### src/hw/rtl/websocket_frame_decoder_top_defines.svh
// assertion macros used by the frame decoder parser
`ifndef WEBSOCKET_FRAME_DECODER_TOP_DEFINES_SVH
`define WEBSOCKET_FRAME_DECODER_TOP_DEFINES_SVH

// same-cycle implication
`define WSFD_ASSERT_IMP(lbl, ck, rn, ante, cons) \
  lbl: assert property (@(posedge ck) disable iff (!rn) (ante) |-> (cons)) \
    else $error("wsfd assertion failed");

// next-cycle implication
`define WSFD_ASSERT_NEXT(lbl, ck, rn, ante, cons) \
  lbl: assert property (@(posedge ck) disable iff (!rn) (ante) |=> (cons)) \
    else $error("wsfd assertion failed");

`endif

### src/hw/rtl/wsfd_pkg.sv
// shared types and constants of the websocket frame decoder
package wsfd_pkg;

  localparam logic [1:0] KIND_PAYLOAD = 2'd0;
  localparam logic [1:0] KIND_EMPTY   = 2'd1;
  localparam logic [1:0] KIND_CLOSE   = 2'd2;
  localparam logic [1:0] KIND_BINARY  = 2'd3;

  localparam logic [3:0] OP_CLOSE  = 4'h8;
  localparam logic [3:0] OP_BINARY = 4'h2;

  localparam logic [6:0] LEN_EXT16 = 7'h7e;
  localparam logic [6:0] LEN_EXT64 = 7'h7f;

  localparam int QDEPTH = 2;

  typedef struct packed {
    logic [1:0] kind;
    logic [7:0] data;
    logic [7:0] key;
    logic [3:0] opcode;
    logic       last;
  } cmd_t;

endpackage

### src/hw/rtl/wsfd_parser.sv
// front end: header parsing and result classification, one byte per cycle while in_fire is high
`include "websocket_frame_decoder_top_defines.svh"

module wsfd_parser #(
  parameter int LENGTH_BITS = 64
) (
  input  logic               clk,
  input  logic               rst_n,
  input  logic               in_fire,
  input  logic [7:0]         in_byte,
  output logic               push,
  output wsfd_pkg::cmd_t     cmd
);

  localparam logic [2:0] PH_HDR0 = 3'd0;
  localparam logic [2:0] PH_HDR1 = 3'd1;
  localparam logic [2:0] PH_EXT  = 3'd2;
  localparam logic [2:0] PH_MASK = 3'd3;
  localparam logic [2:0] PH_DATA = 3'd4;
  localparam logic [2:0] PH_STOP = 3'd5;

  logic [2:0]             phase_r, phase_nxt;
  logic [2:0]             hcnt_r, hcnt_nxt;
  logic [3:0]             opcode_r, opcode_nxt;
  logic                   mask_on_r, mask_on_nxt;
  logic [LENGTH_BITS-1:0] rem_r, rem_nxt;
  logic [31:0]            key_r, key_nxt;
  logic [1:0]             mpos_r, mpos_nxt;

  logic [LENGTH_BITS-1:0] rem_ext;
  logic [LENGTH_BITS-1:0] rem_dec;
  logic [LENGTH_BITS-1:0] len_done;
  logic                   do_len_done;
  logic                   do_enter;
  logic [7:0]             key_byte;

  assign rem_ext = (rem_r[LENGTH_BITS-1 -: 8] != '0) ? '1 : {rem_r[LENGTH_BITS-9:0], in_byte};
  assign rem_dec = rem_r - LENGTH_BITS'(1);

  always_comb begin
    case (mpos_r)
      2'd0:    key_byte = key_r[31:24];
      2'd1:    key_byte = key_r[23:16];
      2'd2:    key_byte = key_r[15:8];
      default: key_byte = key_r[7:0];
    endcase
  end

  always_comb begin
    phase_nxt   = phase_r;
    hcnt_nxt    = hcnt_r;
    opcode_nxt  = opcode_r;
    mask_on_nxt = mask_on_r;
    rem_nxt     = rem_r;
    key_nxt     = key_r;
    mpos_nxt    = mpos_r;
    push        = 1'b0;
    cmd.kind    = wsfd_pkg::KIND_PAYLOAD;
    cmd.data    = 8'd0;
    cmd.key     = 8'd0;
    cmd.opcode  = opcode_r;
    cmd.last    = 1'b0;
    do_len_done = 1'b0;
    do_enter    = 1'b0;
    len_done    = rem_r;
    if (in_fire) begin
      unique case (phase_r)
        PH_HDR0: begin
          opcode_nxt = in_byte[3:0];
          phase_nxt  = PH_HDR1;
        end
        PH_HDR1: begin
          if (opcode_r == wsfd_pkg::OP_CLOSE) begin
            phase_nxt = PH_STOP;
            push      = 1'b1;
            cmd.kind  = wsfd_pkg::KIND_CLOSE;
          end else if (opcode_r == wsfd_pkg::OP_BINARY) begin
            phase_nxt = PH_STOP;
            push      = 1'b1;
            cmd.kind  = wsfd_pkg::KIND_BINARY;
          end else begin
            mask_on_nxt = in_byte[7];
            key_nxt     = 32'd0;
            if (in_byte[6:0] == wsfd_pkg::LEN_EXT16 || in_byte[6:0] == wsfd_pkg::LEN_EXT64) begin
              rem_nxt   = '0;
              hcnt_nxt  = (in_byte[6:0] == wsfd_pkg::LEN_EXT16) ? 3'd1 : 3'd7;
              phase_nxt = PH_EXT;
            end else begin
              len_done    = LENGTH_BITS'(in_byte[6:0]);
              rem_nxt     = len_done;
              do_len_done = 1'b1;
            end
          end
        end
        PH_EXT: begin
          rem_nxt = rem_ext;
          if (hcnt_r == 3'd0) begin
            len_done    = rem_ext;
            do_len_done = 1'b1;
          end else begin
            hcnt_nxt = hcnt_r - 3'd1;
          end
        end
        PH_MASK: begin
          key_nxt = {key_r[23:0], in_byte};
          if (hcnt_r == 3'd0) begin
            do_enter = 1'b1;
          end else begin
            hcnt_nxt = hcnt_r - 3'd1;
          end
        end
        PH_DATA: begin
          mpos_nxt = mpos_r + 2'd1;
          rem_nxt  = rem_dec;
          push     = 1'b1;
          cmd.kind = wsfd_pkg::KIND_PAYLOAD;
          cmd.data = in_byte;
          cmd.key  = mask_on_r ? key_byte : 8'd0;
          cmd.last = (rem_dec == '0);
          if (rem_dec == '0) begin
            phase_nxt = PH_HDR0;
          end
        end
        PH_STOP: begin
          phase_nxt = PH_STOP;
        end
        default: begin
          phase_nxt = PH_STOP;
        end
      endcase
      // length known: mask key next, or straight into payload, or back to HDR0 if the frame is empty
      if (do_len_done) begin
        if (mask_on_nxt) begin
          phase_nxt = PH_MASK;
          hcnt_nxt  = 3'd3;
        end else begin
          do_enter = 1'b1;
        end
      end
      if (do_enter) begin
        mpos_nxt = 2'd0;
        if (len_done == '0) begin
          phase_nxt = PH_HDR0;
          push      = 1'b1;
          cmd.kind  = wsfd_pkg::KIND_EMPTY;
          cmd.last  = 1'b1;
        end else begin
          phase_nxt = PH_DATA;
        end
      end
    end
  end

  always_ff @(posedge clk) begin
    if (!rst_n) begin
      phase_r   <= PH_HDR0;
      hcnt_r    <= 3'd0;
      opcode_r  <= 4'd0;
      mask_on_r <= 1'b0;
      rem_r     <= '0;
      key_r     <= 32'd0;
      mpos_r    <= 2'd0;
    end else begin
      phase_r   <= phase_nxt;
      hcnt_r    <= hcnt_nxt;
      opcode_r  <= opcode_nxt;
      mask_on_r <= mask_on_nxt;
      rem_r     <= rem_nxt;
      key_r     <= key_nxt;
      mpos_r    <= mpos_nxt;
    end
  end

  `WSFD_ASSERT_NEXT(a_stop_sticks, clk, rst_n, phase_r == PH_STOP, phase_r == PH_STOP)
  `WSFD_ASSERT_IMP(a_payload_in_data, clk, rst_n, push && cmd.kind == wsfd_pkg::KIND_PAYLOAD, phase_r == PH_DATA)
  `WSFD_ASSERT_NEXT(a_status_stops, clk, rst_n, push && (cmd.kind == wsfd_pkg::KIND_CLOSE || cmd.kind == wsfd_pkg::KIND_BINARY), phase_r == PH_STOP)

endmodule

### src/hw/rtl/wsfd_queue.sv
// two-entry result queue between parser and output stage
module wsfd_queue (
  input  logic           clk,
  input  logic           rst_n,
  input  logic           push,
  input  wsfd_pkg::cmd_t push_cmd,
  output logic           full,
  input  logic           pop,
  output logic           head_valid,
  output wsfd_pkg::cmd_t head_cmd
);

  wsfd_pkg::cmd_t mem [wsfd_pkg::QDEPTH];
  logic           wptr_r, wptr_nxt;
  logic           rptr_r, rptr_nxt;
  logic [1:0]     cnt_r, cnt_nxt;
  logic           do_push;
  logic           do_pop;

  assign full       = (cnt_r == 2'(wsfd_pkg::QDEPTH));
  assign head_valid = (cnt_r != 2'd0);
  assign head_cmd   = mem[rptr_r];
  assign do_push    = push && !full;
  assign do_pop     = pop && head_valid;

  always_comb begin
    wptr_nxt = do_push ? ~wptr_r : wptr_r;
    rptr_nxt = do_pop ? ~rptr_r : rptr_r;
    cnt_nxt  = cnt_r + 2'(do_push) - 2'(do_pop);
  end

  always_ff @(posedge clk) begin
    if (do_push) begin
      mem[wptr_r] <= push_cmd;
    end
  end

  always_ff @(posedge clk) begin
    if (!rst_n) begin
      wptr_r <= 1'b0;
      rptr_r <= 1'b0;
      cnt_r  <= 2'd0;
    end else begin
      wptr_r <= wptr_nxt;
      rptr_r <= rptr_nxt;
      cnt_r  <= cnt_nxt;
    end
  end

endmodule

### src/hw/rtl/wsfd_unmask.sv
// back end: payload unmasking and registered result output
module wsfd_unmask (
  input  logic           clk,
  input  logic           rst_n,
  input  logic           head_valid,
  input  wsfd_pkg::cmd_t head_cmd,
  output logic           pop,
  output logic           out_valid,
  input  logic           out_ready,
  output logic [1:0]     out_kind,
  output logic [7:0]     out_byte,
  output logic [3:0]     out_opcode,
  output logic           out_last
);

  logic       valid_r, valid_nxt;
  logic [1:0] kind_r;
  logic [7:0] byte_r;
  logic [3:0] opcode_r;
  logic       last_r;

  assign pop       = head_valid && (!valid_r || out_ready);
  assign valid_nxt = pop || (valid_r && !out_ready);

  always_ff @(posedge clk) begin
    if (!rst_n) begin
      valid_r <= 1'b0;
    end else begin
      valid_r <= valid_nxt;
    end
  end

  always_ff @(posedge clk) begin
    if (pop) begin
      kind_r   <= head_cmd.kind;
      byte_r   <= head_cmd.data ^ head_cmd.key;
      opcode_r <= head_cmd.opcode;
      last_r   <= head_cmd.last;
    end
  end

  assign out_valid  = valid_r;
  assign out_kind   = kind_r;
  assign out_byte   = byte_r;
  assign out_opcode = opcode_r;
  assign out_last   = last_r;

endmodule

### src/hw/rtl/websocket_frame_decoder_top.sv
// websocket frame decoder: byte stream in, one result per cycle out while out_tready
// throughput: one byte per cycle, held only while the two-entry result queue is full
// a result goes through the result queue, then the output register behind out_tvalid
// the parser phase register and 64-bit length count set the per-byte loop
// reset: synchronous active-low rst_n clears parser state, queue and output valid
module websocket_frame_decoder_top #(
  parameter int LENGTH_BITS = 64
) (
  input  logic        clk,
  input  logic        rst_n,
  input  logic        in_tvalid,
  output logic        in_tready,
  input  logic [7:0]  in_tdata,   // in_byte
  output logic        out_tvalid,
  input  logic        out_tready,
  output logic [15:0] out_tdata,  // payload_byte, frame_opcode, zero fill
  output logic [1:0]  out_tuser,  // result_kind
  output logic        out_tlast
);

  logic           in_fire;
  logic           push;
  wsfd_pkg::cmd_t push_cmd;
  logic           full;
  logic           pop;
  logic           head_valid;
  wsfd_pkg::cmd_t head_cmd;
  logic [7:0]     res_byte;
  logic [3:0]     res_opcode;

  assign in_tready = !full;
  assign in_fire   = in_tvalid && in_tready;

  wsfd_parser #(
    .LENGTH_BITS(LENGTH_BITS)
  ) u_parser (
    .clk    (clk),
    .rst_n  (rst_n),
    .in_fire(in_fire),
    .in_byte(in_tdata),
    .push   (push),
    .cmd    (push_cmd)
  );

  wsfd_queue u_queue (
    .clk       (clk),
    .rst_n     (rst_n),
    .push      (push),
    .push_cmd  (push_cmd),
    .full      (full),
    .pop       (pop),
    .head_valid(head_valid),
    .head_cmd  (head_cmd)
  );

  wsfd_unmask u_unmask (
    .clk       (clk),
    .rst_n     (rst_n),
    .head_valid(head_valid),
    .head_cmd  (head_cmd),
    .pop       (pop),
    .out_valid (out_tvalid),
    .out_ready (out_tready),
    .out_kind  (out_tuser),
    .out_byte  (res_byte),
    .out_opcode(res_opcode),
    .out_last  (out_tlast)
  );

  assign out_tdata = {4'd0, res_opcode, res_byte};

endmodule

### config.mk
export PLATFORM = sky130hd
export DESIGN_NAME = websocket_frame_decoder_top
export DESIGN_NICKNAME = d
export VERILOG_FILES = /design/src/hw/rtl/wsfd_pkg.sv /design/src/hw/rtl/wsfd_parser.sv /design/src/hw/rtl/wsfd_queue.sv /design/src/hw/rtl/wsfd_unmask.sv /design/src/hw/rtl/websocket_frame_decoder_top.sv
export VERILOG_INCLUDE_DIRS = /design/src /design/src/hw/rtl
export SDC_FILE = /design/constraint.sdc
export NUM_CORES = 1
export LEC_CHECK = 0
export BUFFER_PORTS_ARGS = -buffer_cell sky130_fd_sc_hd__buf_2
export CAP_MARGIN = 30
export CORE_MARGIN = 2
export CORE_UTILIZATION = 57
export CTS_CLUSTER_DIAMETER = 40
export DETAILED_ROUTE_END_ITERATION = 6
export PLACE_DENSITY = 0.77
export RECOVER_POWER = 50
export SLEW_MARGIN = 10
export SYNTH_ARGS = -nofsm -noshare
export SYNTH_HDL_FRONTEND = slang
export SYNTH_SLANG_ARGS = --single-unit
### constraint.sdc
create_clock -name clk -period 4.2 [get_ports clk]
set_clock_uncertainty 0.1 [all_clocks]
set_input_delay 0.42 -clock clk [delete_from_list [all_inputs] [get_ports clk]]
set_output_delay 0.42 -clock clk [all_outputs]
set_load 0.03 [all_outputs]
Yosys cells after proc, flatten, opt, wreduce, memory -nomap -nowiden
Memories as Yosys holds them, arrays and structs flattened. A register that Yosys moved wholly into a read port is not among the register bits.
Index checks and enable logic that the tools add are counted.
- input port bits: 12
- ROM bits: 0
- register bits after elaboration: 129
- latch bits: 0
- output and inout bits: 21
- RAM bits: 46
- memories: 1
- order comparisons: 0
- bitwise operators: 3
- multipliers: 0
- reduce and logical (&&, ||, !) cells: 26
- shift-type cells: 0
- divide/modulo/power cells: 0
- equal/unequal tests: 13
- add/sub/neg operators: 5
- multiplexer cells: 70
- memory list (memory ; depth ; width ; read ports ; clocked after memory_dff ; write ports ; line ; source):
    u_queue.mem ; 2 ; 23 ; 1 ; 1 ; 1 ; wsfd_queue.sv:13 ; wsfd_pkg::cmd_t mem [wsfd_pkg::QDEPTH];
- operator list (operator ; number):
    $mux 64 ; 8
    $pmux 64 s3 ; 1
    $logic_not 64->1 ; 2
    $pmux 64 s2 ; 1
    $mux 32 ; 2
    $pmux 32 s2 ; 1
    $sub 64x1->64 const B ; 1
    $mux 3 ; 15
    $mux 1 ; 26
    $pmux 8 s3 ; 1
    $mux 18 ; 1
    $mux 16 ; 1
    $eq 7x7->1 const B ; 2
    $mux 2 ; 7
    $pmux 3 s4 ; 1
    $mux 8 ; 1
    $reduce_and 4->1 ; 2
    $reduce_bool 8->1 ; 1
    $xor 8x8->8 ; 1
    $mux 7 ; 1
    $eq 3x2->1 const B ; 2
    $logic_not 3->1 ; 2
    $pmux 3 s2 ; 1
    $reduce_bool 2->1 ; 3
    20 further kinds ; 33

Depth between registers and ports, before layout
Gate-level depths: netlist of run 1.
- depth in word-level cells: 14
- gate-level depth with buffers: 12
- mapped depth without buffers: 12

Hierarchy
A second synthesis of run 1 with hierarchy kept.
- cells, all modules: 1139
- area, all modules: 9593.0 um2
- modules (own cells, without submodules) (module ; sequential area each (um2) ; area an instance (um2) ; cells an instance ; times used):
    wsfd_parser ; 2182.1 ; 7081.8 ; 1007 ; 1
    wsfd_queue ; 1481.4 ; 1899.3 ; 98 ; 1
    wsfd_unmask ; 470.5 ; 568.0 ; 27 ; 1
    websocket_frame_decoder_top ; 0.0 ; 43.8 ; 7 ; 1

Worst setup path after synthesis of run 1
No wires, ideal clock.
- kind: register to register
- start point: reg u_parser.rem_r[57]
- end point: mem u_queue.mem[0][0] (netlist bit), enable pin
- stages on the path, launching flop included: 10
- buffers on the path: 1
- data arrival time: 3.984 ns
- required time: 3.695 ns
- path slack: -0.290 ns
- cells stage by stage: dfxtp_1 or4_1 or4_1 or2_0 clkbuf_1 o41ai_1 o2111ai_1 or4_1 a31oi_1 nor2b_1
- cells in the longest elaborated chain, start to end: 12
- elaborated cells between the ends (all ways): 15
- ends and longest elaborated chain (item ; line ; source):
    from (decl) ; wsfd_parser.sv:26 ; logic [LENGTH_BITS-1:0] rem_r, rem_nxt;
    from (signal assigned) ; wsfd_parser.sv:168 ; rem_r <= rem_nxt;
    $reduce_bool 8->1 or $mux 64 (tied branches) ; wsfd_parser.sv:37, wsfd_parser.sv:84 ;
    $mux 64 (on tied branches) ; wsfd_parser.sv:37, wsfd_parser.sv:77 ;
    $mux 64 (on tied branches) ; wsfd_parser.sv:97, wsfd_parser.sv:73 ;
    $pmux 64 s2 * ; wsfd_parser.sv:67 ; unique case (phase_r)
    $mux 64 * ; wsfd_parser.sv:66 ; if (in_fire) begin
    $logic_not 64->1 * ; wsfd_parser.sv:142 ; if (len_done == '0) begin
    $mux 1 * ; wsfd_parser.sv:142 ;
    $mux 1 * ; wsfd_parser.sv:140 ; if (do_enter) begin
    $mux 1 * ; wsfd_parser.sv:66 ;
    $logic_and 1x1->1 * ; wsfd_queue.sv:23 ; assign do_push = push && !full;
    $mux 1 * ; wsfd_queue.sv:33 ; if (do_push) begin
    $mux 1 (implied by the code) * ; wsfd_queue.sv:34 ; mem[wptr_r] <= push_cmd;
    to (decl) ; wsfd_queue.sv:13 ;
Every way passes the cells marked *; elsewhere a longest branch is shown, timed or not. The select of a mux whose other input is x is not followed.

==> results of run 1 <==
[registers in the layout, indices dropped and copies added, names as in the netlist, named ones only]
name	flops
u_queue.mem	46
u_parser.rem_r	64
u_unmask.out_valid	1
u_parser.hcnt_r	3
u_queue.rptr_r	1
u_parser.opcode_r	4
u_queue.wptr_r	1
u_parser.key_r	32
u_unmask.out_kind	2
u_parser.mpos_r	2
u_unmask.out_byte	8
u_unmask.out_opcode	4
u_parser.mask_on_r	1
u_parser.phase_r	3
u_unmask.out_last	1
u_queue.cnt_r	2
[cell usage in the layout, fill, tap and decap left out, types with 23 or more instances in the layout]
cell        n
a22oi_1    63
buf_4      41
nand2_1    91
dfxtp_1   115
nand3_1    23
a21oi_1    68
o21ai_0   133
nor2_1    162
nor3_1     32
edfxtp_1   61
xnor2_1    23
[worst min-delay path, cell delays in order]
cell and delay (ns):
buf_2 0.16, mux2i_1 0.09, nor2_1 0.08
[metrics by stage]
stage | hold slack (ns) | power, mW | worst slack [ns]
floorplan | 0.348 | 4.52 | 0.124
global placement | 0.365 | 5.53 | 0.370
detailed placement | 0.378 | 5.56 | 0.320
CTS | 0.219 | 7.21 | 0.266
global route | 0.260 | 7.65 | 0.0234
finish | 0.232 | 7.27 | 0.137
[cell families after synthesis]
family | after synthesis | synth area share
other cells | 1 | 0.000385
compound gates | 356 | 0.229
simple gates | 450 | 0.231
fa+ha+maj | 10 | 0.0128
xor+xnor | 45 | 0.0405
buf+inv | 116 | 0.0470
flops | 176 | 0.424
mux | 14 | 0.0154
[area by class of cell]
type,instances,area [sq um],area share
clock buffer,17,425,0.0396
clock inverter,15,194,0.0181
inverter,12,46.3,0.00431
multi-input combinational,879,5190,0.483
sequential,176,4130,0.385
tap,220,275,0.0256
timing repair buffer,76,470,0.0438
[metal layers]
layer | share of wire | wire, microns | up-vias | GRT usage
met5 | 0 | 0 | - | 0
met4 | 0.019 | 537 | 0 | 0.0965
met3 | 0.094 | 2660 | 62 | 0.0567
met2 | 0.45 | 12700 | 518 | 0.466
met1 | 0.44 | 12400 | 4347 | 0.458
li1 | - | - | 4275 | -
[power groups by stage]
stage / sequential [mW] / clock (mW) / combinational, mW
after floorplan: 2.24 / 0 / 2.27
after global placement: 2.18 / 0 / 3.35
after detailed placement: 2.18 / 0 / 3.37
after CTS: 2.15 / 1.66 / 3.40
after global routing: 2.18 / 1.72 / 3.75
final: 2.15 / 1.66 / 3.46
[final timing paths]
kind | slack, ns | endpoint
worst max-delay path | 0.14 | u_queue.mem[0][0]$_DFFE_PP_
worst min-delay path | 0.23 | u_parser.opcode_r[1]$_SDFFE_PN0P_
worst max register to register | 0.14 | u_queue.mem[0][0]$_DFFE_PP_
worst min register to register | 0.39 | u_parser.hcnt_r[0]$_SDFFE_PN0P_
==> results.sh, run 1 <==
export IMPL_path_max_fanout=8
export IMPL_cp_startpoint="u_parser.rem_r[19]$_SDFFE_PN0P_"
export IMPL_routability_driven_placement_congestion_ratio=1.01
export IMPL_drc_errors=8
export IMPL_cts_hold_repair_buffers=0
export IMPL_post_cts_resized_instances=0
export IMPL_route_antenna_remaining_nets=0
export IMPL_row_count=47
export IMPL_min_from="in_tdata[1]"
export IMPL_number_of_global_route_vias_before_repair=8227
export IMPL_dieArea_sq_um=18200
export IMPL_run_status="finished, violations left"
export IMPL_setup_tns_ns=0
export IMPL_grt_start_max_net_pins=62
export IMPL_synthMostInstantiatedCell="nor2_1"
export IMPL_synth_enable_flop_cells=61
export IMPL_wire_per_inst_microns=20.3
export IMPL_critPathMaxStageDelay_ns=0.67
export IMPL_failed_checks="design-rule violations, max-capacitance violations, max-slew violations"
export IMPL_cellLeakagePower_nw=3.80
export IMPL_synth_seq_area_share=0.424
export IMPL_crit_chain="or4_4, nor4_1, nand2_1, nor4_1, xnor2_1, o211ai_1, or4_1, or4_1, o21ai_1"
export IMPL_final_cell_area_sq_um=10700
export IMPL_via_per_inst=6.60
export IMPL_clkTransAtPathRegs_ns=0.08
export IMPL_finalSetupViolCount=0
export IMPL_utilization=0.645
export IMPL_layout_min_cycle_time_ns=4.06
export IMPL_library_cell_contributing_the_largest_single_delay_on_the_critical_path="nor4_1"
export IMPL_routed_via_count=9202
export IMPL_critPathLaunchType="flop"
export IMPL_pwr_share_seq=0.296
export IMPL_die_w_microns=135
export IMPL_cap_viol_max_count=1
export IMPL_cp_num_cells=9
export IMPL_whs_path_depth=3
export IMPL_boundaryPins=33
export IMPL_total_switching_power_mw=3.31
export IMPL_clock_power_share=0.228
export IMPL_numClockSinks=176
export IMPL_worstSetupEndpointType="flop"
export IMPL_reg2reg_depth=9
export IMPL_setup_worst_path_class="reg -> reg"
export IMPL_cp_data_required_time_ns=4.38
export IMPL_clock_buffer_depth=2
export IMPL_worstPathArrival_ns=4.24
export IMPL_netlist_area_before_placement_sq_um=9740
export IMPL_grtUsageTotal=0.311
export IMPL_synth_distinct_cells=66
export IMPL_hp_class="in -> reg"
export IMPL_p_int_mw=3.96
export IMPL_netlist_top_cells_count="nor2_1 (164), o21ai_0 (132), dfxtp_1 (115)"
export IMPL_grt_pass1_wl_microns=44900
export IMPL_crit_family="simple AND/OR/NAND/NOR gates"
export IMPL_cts_tree="yes"
export IMPL_overflow=0
export IMPL_grt_antenna_before_repair=0
export IMPL_postCtsSetupRepairBufs=0
export IMPL_dieHeight_microns=135
export IMPL_power_share_combinational=0.476
export IMPL_cts_htree_levels=4
export IMPL_clk_insertion_delay_late_ns=0.44
export IMPL_rsz0062_at_grt="false"
export IMPL_postSynth_asyncResetShare=0
export IMPL_max_rail_drop_vdd_mv=0.452
export IMPL_slew_headroom=-0.212
export IMPL_period_share=0.967
export IMPL_drtPass1Iterations=7
export IMPL_dp_hpwl_microns=18900
export IMPL_port_buffers=28
export IMPL_clk_root_buffer_cell="clkbuf_16"
export IMPL_layout_drive_gt1_share=0.0979
export IMPL_report_final_slew_viol_count=51
export IMPL_cts_buffers=17
export IMPL_layout_cells_non_filler=1395
export IMPL_power_per_cell_area_nw_per_um2=677
export IMPL_dpl_instance_area_sq_um=10200
export IMPL_core_region_area_sq_um=16600
export IMPL_finalNetCount=1184
export IMPL_synthToLayoutAreaGrowth_pct=10.2
export IMPL_worstMarginPinSlew_ns=1.81
export IMPL_final_fill_count=1375
export IMPL_yosysWarnings=0
export IMPL_fmaxAchievable_mhz=246
export IMPL_timing_critical_path_buf_inv=0
export IMPL_power_switching_share=0.455
export IMPL_post_place_cells=1363
export IMPL_finalHoldViolCount=0
export IMPL_synthesis_instances=1168
export IMPL_cell_accounting_for_the_most_synthesized_area="dfxtp_1"
export IMPL_synth_seq_cells=176
export IMPL_initial_core_util=0.585
export IMPL_synth_area_top_cells="dfxtp_1 (24%), edfxtp_1 (19%), o21ai_0 (6.8%)"
export IMPL_synth_top_cell_area_share=0.236
export IMPL_drt_iter0_drc=1276
export IMPL_r2r_startpoint="u_parser.rem_r[19]$_SDFFE_PN0P_"
export IMPL_inserted_diodes=0
export IMPL_dominantRegCellSynth="dfxtp_1"
export IMPL_synth_area_per_cell_sq_um=8.34
export IMPL_totalWireLength_microns=28300
No activity file was read; power rests on OpenSTA's default activity.
==> inputs of run 2 (changes only) <==
- CTS_CLUSTER_DIAMETER: 40 -> unset
- PLACE_DENSITY: 0.77 -> unset
- PLACE_DENSITY_LB_ADDON: unset -> 0.25
==> results.sh, run 2 (same netlist as run 1, synthesis figures left out) <==
export IMPL_slew_headroom=-0.257
export IMPL_layout_commonest_cell="nor2_1"
export IMPL_route_antenna_remaining_nets=0
export IMPL_initial_core_util=0.585
export IMPL_number_of_global_route_vias_before_repair=8340
export IMPL_critPathMaxStageDelay_ns=0.63
export IMPL_cap_viol_max_count=1
export IMPL_worstSetupEndpointType="flop"
export IMPL_finalSetupViolCount=0
export IMPL_path_max_fanout=8
export IMPL_library_cell_contributing_the_largest_single_delay_on_the_critical_path="nor4_1"
export IMPL_grt_pass1_wl_microns=45000
export IMPL_row_count=47
export IMPL_critPathLaunchType="flop"
export IMPL_max_rail_drop_vdd_mv=0.472
export IMPL_period_share=0.959
export IMPL_wire_per_inst_microns=20.2
export IMPL_largest_reg_flops=64
export IMPL_inserted_diodes=0
export IMPL_clock_buffer_depth=2
export IMPL_largest_register="u_parser.rem_r"
export IMPL_failed_checks="max-capacitance violations, max-slew violations"
export IMPL_clk_root_buffer_cell="clkbuf_16"
export IMPL_via_per_inst=6.62
export IMPL_routed_via_count=9235
export IMPL_layout_min_cycle_time_ns=4.03
export IMPL_crit_family="simple AND/OR/NAND/NOR gates"
export IMPL_totalWireLength_microns=28200
export IMPL_dieArea_sq_um=18200
export IMPL_crit_chain="or4_4, nor4_1, nand4_1, nor3_1, xnor2_1, o21ai_0, or4_1, or4_1, o21ai_1"
export IMPL_cts_buffers=17
export IMPL_grtUsageTotal=0.313
export IMPL_wl_met3_microns=2770
export IMPL_highest_signal_layer="met4"
export IMPL_post_cts_resized_instances=0
export IMPL_finalNetCount=1185
export IMPL_dpl_instance_area_sq_um=10200
export IMPL_worstMarginPinSlew_ns=1.89
export IMPL_synthToLayoutAreaGrowth_pct=9.92
export IMPL_report_final_slew_viol_count=87
export IMPL_cellLeakagePower_nw=3.78
export IMPL_core_region_area_sq_um=16600
export IMPL_die_w_microns=135
export IMPL_hp_class="in -> reg"
export IMPL_drt_iter0_drc=1140
export IMPL_boundaryPins=33
export IMPL_dp_hpwl_microns=18800
export IMPL_met2_wirelength_from_detailed_routing_microns=12600
export IMPL_layout_drive_gt1_share=0.0978
export IMPL_grt_start_max_net_pins=87
export IMPL_cts_htree_levels=4
export IMPL_final_cell_mix="nor2_1 (162), o21ai_0 (133), dfxtp_1 (115)"
export IMPL_overflow=0
export IMPL_reg_top3="u_parser.rem_r x64, u_queue.mem x46, u_parser.key_r x32"
export IMPL_grt_antenna_before_repair=0
export IMPL_cts_tree="yes"
export IMPL_clk_insertion_delay_late_ns=0.43
export IMPL_run_status="finished, violations left"
export IMPL_worstPathArrival_ns=4.19
export IMPL_routability_driven_placement_congestion_ratio=0.980
export IMPL_setup_worst_path_class="reg -> reg"
export IMPL_power_per_cell_area_nw_per_um2=672
export IMPL_cp_data_required_time_ns=4.36
export IMPL_timing_critical_path_buf_inv=0
export IMPL_numClockSinks=176
export IMPL_cts_hold_repair_buffers=0
export IMPL_final_cell_area_sq_um=10700
export IMPL_dieHeight_microns=135
export IMPL_utilization=0.643
export IMPL_final_fill_count=1434
export IMPL_clkTransAtPathRegs_ns=0.08
export IMPL_fmaxAchievable_mhz=248
export IMPL_drtPass1Iterations=6
export IMPL_rsz0062_at_grt="false"
export IMPL_postCtsSetupRepairBufs=0
export IMPL_port_buffers=28
export IMPL_drc_errors=0
export IMPL_worst_path_most_repeated_cell="or4_1"
export IMPL_finalHoldViolCount=0
export IMPL_setup_tns_ns=0
export IMPL_route_layer_met1_wl_microns=12400
## run 2: per-stage QoR
stage | power, mW | setup slack, ns | cells | hold WS [ns]
2_1_floorplan | 4.52 | 0.124 | 1171 | 0.348
3_5_place_dp | 5.60 | 0.284 | 1364 | 0.376
6_report | 7.20 | 0.174 | 1396 | 0.251
5_1_grt | 7.59 | 0.0277 | 1396 | 0.263
3_3_place_gp | 5.57 | 0.339 | 1364 | 0.360
4_1_cts | 7.16 | 0.265 | 1396 | 0.246
## run 2: per-layer routing
layer,GRT usage,vias to the layer above
met5,0,-
met4,0.0924,0
met3,0.0664,51
met2,0.464,501
met1,0.461,4399
li1,-,4284
## run 2: layout make-up
type,instances,area [sq um],area share
repair buffers,77,480,0.0449
flip-flops and latches,176,4130,0.386
inverters,12,46.3,0.00432
multi-input cells,879,5190,0.485
clock buffers,17,425,0.0397
clock inverters,15,156,0.0146
well taps,220,275,0.0257
## run 2: worst reg2reg max path, cell delays in order, from the launching register on
cell and delay [ns]:
dfxtp_1 0.39, or4_4 0.59, nor4_1 0.63, nand4_1 0.31, nor3_1 0.32, xnor2_1 0.16
o21ai_0 0.10, or4_1 0.54, or4_1 0.58, o21ai_1 0.14
## run 2: final timing paths
kind | start | end | slack, ns | depth (start not counted)
max reg2reg | u_parser.rem_r[19]$_SDFFE_PN0P_ | u_queue.mem[0][0]$_DFFE_PP_ | 0.17 | 9
max | u_parser.rem_r[19]$_SDFFE_PN0P_ | u_queue.mem[0][0]$_DFFE_PP_ | 0.17 | 9
min | out_tready | u_unmask.out_valid$_SDFF_PN0_ | 0.25 | 4
min reg2reg | u_parser.hcnt_r[0]$_SDFFE_PN0P_ | u_parser.hcnt_r[0]$_SDFFE_PN0P_ | 0.40 | 1
## run 2: report_power, final
part | switching [mW] | internal, mW | total [mW]
Clock | 0.769 | 0.797 | 1.57
Sequential | 0.163 | 2.00 | 2.16
Combinational | 2.31 | 1.17 | 3.48
